**config.mk**
```make
export PLATFORM = sky130hd
export DESIGN_NAME = dynamic_priority_task_selector
export DESIGN_NICKNAME = d
export VERILOG_FILES = /design/src/rtl/core/dpts_pkg.sv /design/src/rtl/core/dynamic_priority_task_selector.sv /design/src/rtl/core/dpts_cell.sv /design/src/rtl/core/dpts_ctrl.sv
export SDC_FILE = /design/constraint.sdc
export NUM_CORES = 1
export LEC_CHECK = 0
export ABC_AREA = 0
export BUFFER_PORTS_ARGS = -buffer_cell sky130_fd_sc_hd__buf_2
export CAP_MARGIN = 10
export CORE_MARGIN = 5
export CORE_UTILIZATION = 53
export DETAILED_ROUTE_END_ITERATION = 8
export GPL_TIMING_DRIVEN = 0
export PLACE_DENSITY = 0.83
export SETUP_SLACK_MARGIN = 0.02
export SLEW_MARGIN = 20
export SYNTH_ARGS = -nofsm -noshare
export SYNTH_HDL_FRONTEND = slang
export SYNTH_HIERARCHICAL = 1
export SYNTH_SLANG_ARGS = --single-unit
export TNS_END_PERCENT = 30
```
**constraint.sdc**
```tcl
create_clock -name clk -period 4.9 [get_ports clk]
set_clock_uncertainty 0.1 [all_clocks]
set_input_delay 0.735 -clock clk [delete_from_list [all_inputs] [get_ports clk]]
set_output_delay 0.735 -clock clk [all_outputs]
set_load 0.1 [all_outputs]
```
**src/rtl/core/dpts_pkg.sv**
```systemverilog
package dpts_pkg;

    // request kinds on the input stream
    localparam logic [1:0] KIND_READY  = 2'd0;
    localparam logic [1:0] KIND_SELECT = 2'd1;
    localparam logic [1:0] KIND_TRANS  = 2'd2;

    // result status codes
    localparam logic [1:0] STATUS_OK       = 2'd0;
    localparam logic [1:0] STATUS_OVERFLOW = 2'd1;
    localparam logic [1:0] STATUS_EMPTY    = 2'd2;

    // configuration register indexes
    localparam int unsigned CFG_IDX_W = 1;
    localparam logic [CFG_IDX_W-1:0] REG_PRIORITY_ORDER = 1'd0;
    localparam logic [CFG_IDX_W-1:0] REG_PRIORITY_COUNT = 1'd1;

    // field widths
    localparam int unsigned TASK_W   = 3;
    localparam int unsigned KIND_W   = 2;
    localparam int unsigned COUNT_W  = 4;
    localparam int unsigned SLOT_MAX = 8;
    localparam int unsigned ORDER_W  = SLOT_MAX * TASK_W;
    localparam int unsigned IN_W     = 8;
    localparam int unsigned OUT_W    = 16;

    // configuration reset values
    localparam logic [ORDER_W-1:0] ORDER_RESET = 24'd16434824;
    localparam logic [COUNT_W-1:0] COUNT_RESET = 4'd8;

    typedef enum logic
    {
        S_IDLE,
        S_EXEC
    } state_t;

    // command from the sequencer to every queue cell
    typedef struct packed
    {
        logic [TASK_W-1:0] want;
        logic [TASK_W-1:0] new_id;
        logic              append;
        logic              remove;
        logic              fcfs;
    } cell_cmd_t;

    // result word, chosen_task in the lowest bits
    typedef struct packed
    {
        logic [COUNT_W-1:0] ready_count;
        logic [1:0]         status;
        logic               by_priority;
        logic               chosen_valid;
        logic [TASK_W-1:0]  chosen_task;
    } result_t;

endpackage

```
**src/rtl/core/dynamic_priority_task_selector.sv**
```systemverilog
// sequencing: a ready, transition or unused request has its result registered in the exec
// state after acceptance, once the output is free; a select first passes over s priority
// slots, up to min(priority_count, NUM_TASKS, 8), one slot matched against the cell chain
// per cycle, then registers its result once the output is free
// throughput: one request in flight; the next is accepted the cycle after the result is registered
// reset: sequencer idle, queue empty, no yield, config at defaults; cells not cleared
module dynamic_priority_task_selector #(
    parameter int unsigned NUM_TASKS   = 8,
    parameter int unsigned READY_DEPTH = 8
) (
    input  logic                           clk,
    input  logic                           rst_n,
    input  logic                           s_axis_tvalid,
    output logic                           s_axis_tready,
    // task_id [2:0], zero [7:3]
    input  logic [dpts_pkg::IN_W-1:0]      s_axis_tdata,
    // kind [1:0]
    input  logic [dpts_pkg::KIND_W-1:0]    s_axis_tuser,
    output logic                           m_axis_tvalid,
    input  logic                           m_axis_tready,
    // chosen_task [2:0], chosen_valid [3], by_priority [4], status [6:5],
    // ready_count [10:7], zero [15:11]
    output logic [dpts_pkg::OUT_W-1:0]     m_axis_tdata,
    input  logic                           cfg_valid,
    output logic                           cfg_ready,
    input  logic [dpts_pkg::CFG_IDX_W-1:0] cfg_index,
    input  logic [dpts_pkg::ORDER_W-1:0]   cfg_data
);
    import dpts_pkg::*;

    localparam int unsigned FILL_W = $clog2(READY_DEPTH + 1);

    cell_cmd_t               cmd;
    logic [FILL_W-1:0]       fill;
    result_t                 result;
    logic [READY_DEPTH:0]    found;
    logic [TASK_W-1:0]       entry [READY_DEPTH];

    assign cfg_ready = 1'b1;
    assign found[0]  = 1'b0;

    // request sequencer and result register
    dpts_ctrl #(
        .NUM_TASKS   (NUM_TASKS),
        .READY_DEPTH (READY_DEPTH),
        .FILL_W      (FILL_W)
    ) u_ctrl (
        .clk        (clk),
        .rst_n      (rst_n),
        .in_valid   (s_axis_tvalid),
        .in_ready   (s_axis_tready),
        .in_kind    (s_axis_tuser),
        .in_task    (s_axis_tdata[TASK_W-1:0]),
        .out_valid  (m_axis_tvalid),
        .out_ready  (m_axis_tready),
        .out_result (result),
        .cfg_valid  (cfg_valid),
        .cfg_index  (cfg_index),
        .cfg_data   (cfg_data),
        .cmd        (cmd),
        .fill       (fill),
        .chain_hit  (found[READY_DEPTH]),
        .head_entry (entry[0])
    );

    // ready queue as a row of cells, oldest at index 0
    for (genvar i = 0; i < READY_DEPTH; i++)
    begin : g_cell
        logic [TASK_W-1:0] next_entry;

        if (i == READY_DEPTH - 1)
        begin : g_tail
            assign next_entry = entry[i];
        end
        else
        begin : g_body
            assign next_entry = entry[i+1];
        end

        dpts_cell #(
            .INDEX  (i),
            .FILL_W (FILL_W)
        ) u_cell (
            .clk        (clk),
            .cmd        (cmd),
            .fill       (fill),
            .next_entry (next_entry),
            .found_in   (found[i]),
            .found_out  (found[i+1]),
            .entry      (entry[i])
        );
    end

    assign m_axis_tdata = OUT_W'(result);

endmodule

```
**src/rtl/core/dpts_cell.sv**
```systemverilog
module dpts_cell #(
    parameter int unsigned INDEX  = 0,
    parameter int unsigned FILL_W = 4
) (
    input  logic                      clk,
    input  dpts_pkg::cell_cmd_t       cmd,
    input  logic [FILL_W-1:0]         fill,
    input  logic [dpts_pkg::TASK_W-1:0] next_entry,
    input  logic                      found_in,
    output logic                      found_out,
    output logic [dpts_pkg::TASK_W-1:0] entry
);
    import dpts_pkg::*;

    logic [TASK_W-1:0] entry_reg;
    logic              occupied;
    logic              hit_here;
    logic              take_next;

    // match against the wanted id, oldest hit wins down the chain
    assign occupied  = fill > FILL_W'(INDEX);
    assign hit_here  = occupied && (entry_reg == cmd.want);
    assign found_out = found_in || hit_here;

    // cells at and behind the removed entry pull from their neighbor
    assign take_next = cmd.remove && (cmd.fcfs || found_out);

    // entry storage
    always_ff @(posedge clk)
    begin
        if (cmd.append && (fill == FILL_W'(INDEX)))
        begin
            entry_reg <= cmd.new_id;
        end
        else if (take_next)
        begin
            entry_reg <= next_entry;
        end
    end

    assign entry = entry_reg;

endmodule

```
**src/rtl/core/dpts_ctrl.sv**
```systemverilog
module dpts_ctrl #(
    parameter int unsigned NUM_TASKS   = 8,
    parameter int unsigned READY_DEPTH = 8,
    parameter int unsigned FILL_W      = 4
) (
    input  logic                          clk,
    input  logic                          rst_n,
    input  logic                          in_valid,
    output logic                          in_ready,
    input  logic [dpts_pkg::KIND_W-1:0]   in_kind,
    input  logic [dpts_pkg::TASK_W-1:0]   in_task,
    output logic                          out_valid,
    input  logic                          out_ready,
    output dpts_pkg::result_t             out_result,
    input  logic                          cfg_valid,
    input  logic [dpts_pkg::CFG_IDX_W-1:0] cfg_index,
    input  logic [dpts_pkg::ORDER_W-1:0]  cfg_data,
    output dpts_pkg::cell_cmd_t           cmd,
    output logic [FILL_W-1:0]             fill,
    input  logic                          chain_hit,
    input  logic [dpts_pkg::TASK_W-1:0]   head_entry
);
    import dpts_pkg::*;

    localparam int unsigned SLOT_LIMIT = (NUM_TASKS < SLOT_MAX) ? NUM_TASKS : SLOT_MAX;
    localparam int unsigned SLOT_IDX_W = $clog2(SLOT_MAX);

    state_t                          state_reg, state_next;
    logic [KIND_W-1:0]               kind_reg;
    logic [TASK_W-1:0]               tid_reg;
    logic [COUNT_W-1:0]              slot_reg, slot_next;
    logic [FILL_W-1:0]               fill_reg, fill_next;
    logic [TASK_W-1:0]               yield_task_reg, yield_task_next;
    logic                            yield_valid_reg, yield_valid_next;
    logic [TASK_W-1:0]               last_sel_reg, last_sel_next;
    logic [SLOT_MAX-1:0][TASK_W-1:0] order_reg;
    logic [COUNT_W-1:0]              count_reg;
    logic                            out_valid_reg, out_valid_next;
    result_t                         out_result_reg, out_result_next;

    logic               out_free;
    logic               out_load;
    logic [COUNT_W-1:0] slot_lim;
    logic [TASK_W-1:0]  want;
    logic               skip;

    assign out_free = !out_valid_reg || out_ready;
    assign slot_lim = (count_reg > COUNT_W'(SLOT_LIMIT)) ? COUNT_W'(SLOT_LIMIT) : count_reg;
    assign want     = order_reg[slot_reg[SLOT_IDX_W-1:0]];
    assign skip     = yield_valid_reg && (want == yield_task_reg);

    // sequencer: one request at a time, select scans one slot a cycle
    always_comb
    begin
        state_next       = state_reg;
        slot_next        = slot_reg;
        fill_next        = fill_reg;
        yield_task_next  = yield_task_reg;
        yield_valid_next = yield_valid_reg;
        last_sel_next    = last_sel_reg;
        out_load         = 1'b0;
        out_result_next  = out_result_reg;
        cmd.want         = want;
        cmd.new_id       = tid_reg;
        cmd.append       = 1'b0;
        cmd.remove       = 1'b0;
        cmd.fcfs         = 1'b0;
        in_ready         = (state_reg == S_IDLE);

        case (state_reg)
            S_IDLE:
            begin
                if (in_valid)
                begin
                    slot_next  = '0;
                    state_next = S_EXEC;
                end
            end
            S_EXEC:
            begin
                out_result_next = '0;
                case (kind_reg)
                    KIND_READY:
                    begin
                        if (out_free)
                        begin
                            out_load = 1'b1;
                            if (fill_reg < FILL_W'(READY_DEPTH))
                            begin
                                cmd.append = 1'b1;
                                fill_next  = fill_reg + 1'b1;
                            end
                            else
                            begin
                                out_result_next.status = STATUS_OVERFLOW;
                            end
                        end
                    end
                    KIND_SELECT:
                    begin
                        if (fill_reg == '0)
                        begin
                            out_load               = out_free;
                            out_result_next.status = STATUS_EMPTY;
                        end
                        else if (slot_reg >= slot_lim)
                        begin
                            // no slot matched, take the oldest entry
                            if (out_free)
                            begin
                                out_load                     = 1'b1;
                                cmd.remove                   = 1'b1;
                                cmd.fcfs                     = 1'b1;
                                fill_next                    = fill_reg - 1'b1;
                                last_sel_next                = head_entry;
                                yield_valid_next             = 1'b0;
                                out_result_next.chosen_task  = head_entry;
                                out_result_next.chosen_valid = 1'b1;
                            end
                        end
                        else if (!skip && chain_hit)
                        begin
                            if (out_free)
                            begin
                                out_load                     = 1'b1;
                                cmd.remove                   = 1'b1;
                                fill_next                    = fill_reg - 1'b1;
                                last_sel_next                = want;
                                yield_valid_next             = 1'b0;
                                out_result_next.chosen_task  = want;
                                out_result_next.chosen_valid = 1'b1;
                                out_result_next.by_priority  = 1'b1;
                            end
                        end
                        else
                        begin
                            slot_next = slot_reg + 1'b1;
                        end
                    end
                    KIND_TRANS:
                    begin
                        if (out_free)
                        begin
                            out_load         = 1'b1;
                            yield_task_next  = last_sel_reg;
                            yield_valid_next = 1'b1;
                        end
                    end
                    default:
                    begin
                        out_load = out_free;
                    end
                endcase
                out_result_next.ready_count = COUNT_W'(fill_next);
                if (out_load)
                begin
                    state_next = S_IDLE;
                end
            end
            default:
            begin
                state_next = S_IDLE;
            end
        endcase
    end

    // output register valid
    always_comb
    begin
        if (out_load)
        begin
            out_valid_next = 1'b1;
        end
        else if (out_ready)
        begin
            out_valid_next = 1'b0;
        end
        else
        begin
            out_valid_next = out_valid_reg;
        end
    end

    // control state
    always_ff @(posedge clk or negedge rst_n)
    begin
        if (!rst_n)
        begin
            state_reg       <= S_IDLE;
            slot_reg        <= '0;
            fill_reg        <= '0;
            yield_task_reg  <= '0;
            yield_valid_reg <= 1'b0;
            last_sel_reg    <= '0;
            out_valid_reg   <= 1'b0;
        end
        else
        begin
            state_reg       <= state_next;
            slot_reg        <= slot_next;
            fill_reg        <= fill_next;
            yield_task_reg  <= yield_task_next;
            yield_valid_reg <= yield_valid_next;
            last_sel_reg    <= last_sel_next;
            out_valid_reg   <= out_valid_next;
        end
    end

    // configuration registers
    always_ff @(posedge clk or negedge rst_n)
    begin
        if (!rst_n)
        begin
            order_reg <= ORDER_RESET;
            count_reg <= COUNT_RESET;
        end
        else if (cfg_valid)
        begin
            case (cfg_index)
                REG_PRIORITY_ORDER: order_reg <= cfg_data;
                REG_PRIORITY_COUNT: count_reg <= cfg_data[COUNT_W-1:0];
                default:            count_reg <= count_reg;
            endcase
        end
    end

    // captured request and result payload
    always_ff @(posedge clk)
    begin
        if (in_valid && in_ready)
        begin
            kind_reg <= in_kind;
            tid_reg  <= in_task;
        end
        if (out_load)
        begin
            out_result_reg <= out_result_next;
        end
    end

    assign out_valid  = out_valid_reg;
    assign out_result = out_result_reg;
    assign fill       = fill_reg;

endmodule

```
==> run metrics <==
first-pass GRT wire length=17070 um; Initial Util=a little over half; CTS tree=built; placed cell area=5288 um^2; VDD IR max=266.8 uV; GRT Resource Usage Total=19.00%; slowest CP cell=mux4_2; complex-gate fraction of the synthesized area=9.284%; Inserted Clock Buffers=9; largest family of logic cells by synthesized area=multiplexers; FF-to-FF path depth=22; Worst Path Required=4910 ps; GPL Wtd Cong=around 0.85; core area=between 9000 and 10000 um^2; RSZ-0062 raised after global routing=yes; ys async rst share=52.94%; combinational share of power=51.1%; P per Cell Area=about 560 nW/um^2; most frequent cells in the layout=mux2_2 (46), buf_2 (46), edfxtp_1 (40), buf_4 (33), dfrtp_1 (32); setup_tns=0 ps; crit end category=register; Yosys reg bits=85; crit share post-route=97.06%; Worst-Skew Late Latency=360 ps; wirelength, routed=10870 um; Rows=35; leading area contributor after synthesis=edfxtp_1; CP peak stage delay=600 ps; area grow syn2layout=20.01%; adder-cell area share of the yosys netlist=2.565%; synthesized-area fraction occupied by xor and xnor cells=~4.7%; reg2reg setup slack=140 ps; crit path time final=4756 ps; Hold Buf Count CTS=0; Routed Antenna Nets=0; fmax=~0.21 GHz; Netlist cell types=66; reg-to-reg critical path endpoint=u_ctrl/out_result[9]; post-synthesis simple-gate area fraction=11.95%; CP Max Fanout=6; Hold Crit Class=in -> async; total vias in the final route=3542; Die ar.=11220 um^2; Storage cell area=2344 um^2; Post-synth EDFFs=40; Leakage=2.483 nW; drt initial violations=between 200 and 250; crit path DAT=4770 ps; WS Path Type=reg -> reg; Root Buffer=clkbuf_8; DPL Wire Length=7486 um; actual slew at the worst max-slew pin=814.3 ps; Min Hold Slack=about 270 ps; headroom to the max-slew limit=a little under half; Fillers=~670; Synth Flop Type=edfxtp_1; mux cell area share after synthesis=between 20% and 30%; final core area utilization=64.27%; clk buf depth=2; hold violation count in the final report=0; total power=3.275 mW; Final Slew Violations=0; Yosys Warn Count=6; H-tree levels=3; final setup vio count=0; share of cells above drive strength 1=45.12%; Max Cap Viol=0; pin count of the biggest net entering global routing=46; input/output buffers=47; Clk pwr share=14.5%; sequential power share=34.4%; DRT Pass-1 Iters=4; syn avg cell area=12.32 um^2; DR DRC count=0; antenna violations before repair=0; Die X=105.9 um; status=finished, final reports clean; Worst-path clk slew=90 ps; Post-Synthesis Cells=396; Layout Nets=537; Synth area leaders=edfxtp_1 (25%), dfrtp_1 (16%), mux2_2 (11%); post-route design area=5854 um^2; clk sinks=85; Critical R2R Launch=u_ctrl/slot_reg[0]; P_int=~1.8 mW; critical path cell sequence=buf_6, mux2_4, mux4_2, xor2_2, o41ai_2, inv_1, o41ai_2, inv_1, o41ai_4, inv_1, o41ai_4, nand2b_4, inv_2, o41ai_2, inv_1, o41ai_2, a41o_2, o41a_1, nor2_4, buf_6, o211ai_1, or3b_4; io pins=59; drt via density=5.874; area of the multi-input gates=about 2600 um^2; Yosys top cell area share=approximately 25%; Switch Pwr=1.473 mW; die height=105.9 um; Inserted Diodes=0; WL/cell=18.02 um; synthesized area=between 4000 and 5000 um^2; vias in the first global route=3616; crit path launch type=register; Sw Share=44.97%; total gr overflow=0; post-synthesis sequential area ratio=48.04%
-- worst max path at each step --
stage | to | cells past startpoint | start
6_report | u_ctrl/out_result[9] | 22 | u_ctrl/slot_reg[0]
3_3_place_gp | g_cell[7].u_cell/entry[1] | 24 | u_ctrl/slot_reg[0]
5_1_grt | u_ctrl/out_result[9] | 22 | u_ctrl/slot_reg[0]
2_1_floorplan | g_cell[7].u_cell/entry[0] | 24 | u_ctrl/slot_reg[0]
3_5_place_dp | g_cell[7].u_cell/entry[1] | 24 | u_ctrl/slot_reg[0]
4_1_cts | u_ctrl/out_result[9] | 20 | u_ctrl/slot_reg[0]
-- layout make-up --
cell class                 count  share of cell area (%)
timing repair buffer          74                   7.587
sequential                    85                   40.03
buffer                        16                   1.817
inverter                      18                   1.218
clock buffer                  10                   2.543
tap                          111                   2.372
clock inverter                 6                  0.7694
multi-input combinational    283                   43.66
-- through the flow --
stage	instances	setup slack (ps)
6_report	603	143.9
5_1_grt	603	-56.61
4_1_cts	579	49.71
3_5_place_dp	561	-1004
3_3_place_gp	560	-783.8
2_1_floorplan	402	290.4
-- metal layers --
layer / wire, um / GRT usage, %
met1: 4442 / 23.26
met2: 5539 / 32.92
met3: 704 / 3.522
met4: 179 / 8.048
met5: 0 / 0
-- logic make-up after synthesis --
family / after synthesis
xor+xnor: 26
fa+ha+maj: 10
mux: 79
compound gates: 57
simple gates: 103
flops: 85
buf+inv: 34
other cells: 2
-- power by group through the flow --
stage / clock network (mW) / logic, mW / registers, mW
6_report: 0.476 / 1.67 / 1.13
5_1_grt: 0.518 / 1.77 / 1.15
4_1_cts: 0.484 / 1.42 / 1.12
3_5_place_dp: 0 / 1.38 / 1.14
3_3_place_gp: 0 / 1.32 / 1.13
2_1_floorplan: 0 / 0.826 / 1.39
-- critical path: cells and delay by family, from the launching register on --
| family | cells | cell delay (ps) |
|---|---|---|
| buf+inv | 7 | 780 |
| xor+xnor | 1 | 200 |
| simple gates | 3 | 700 |
| compound gates | 9 | 1410 |
| mux | 2 | 890 |
| flops | 1 | 420 |
-- Yosys cell counts (all sizes together) (7+ instances only) --
cell type and count:
nand2b 7, mux2 71, ha 10, nand2 29
buf 9, a21oi 7, o41ai 14, dfstp 13
xnor2 7, nor2 28, edfxtp 40, xor2 19
dfrtp 32, clkbuf 7, inv 18
-- what timing repair did --
item                       4_1_cts  5_1_grt
buffers inserted                 2       23
hold endpoints to repair         0        0
pin swaps                        0        7
gates resized for setup         10       25
gates cloned                     0        1
setup endpoints to repair       50       45
(Power assumes the default switching activity.)
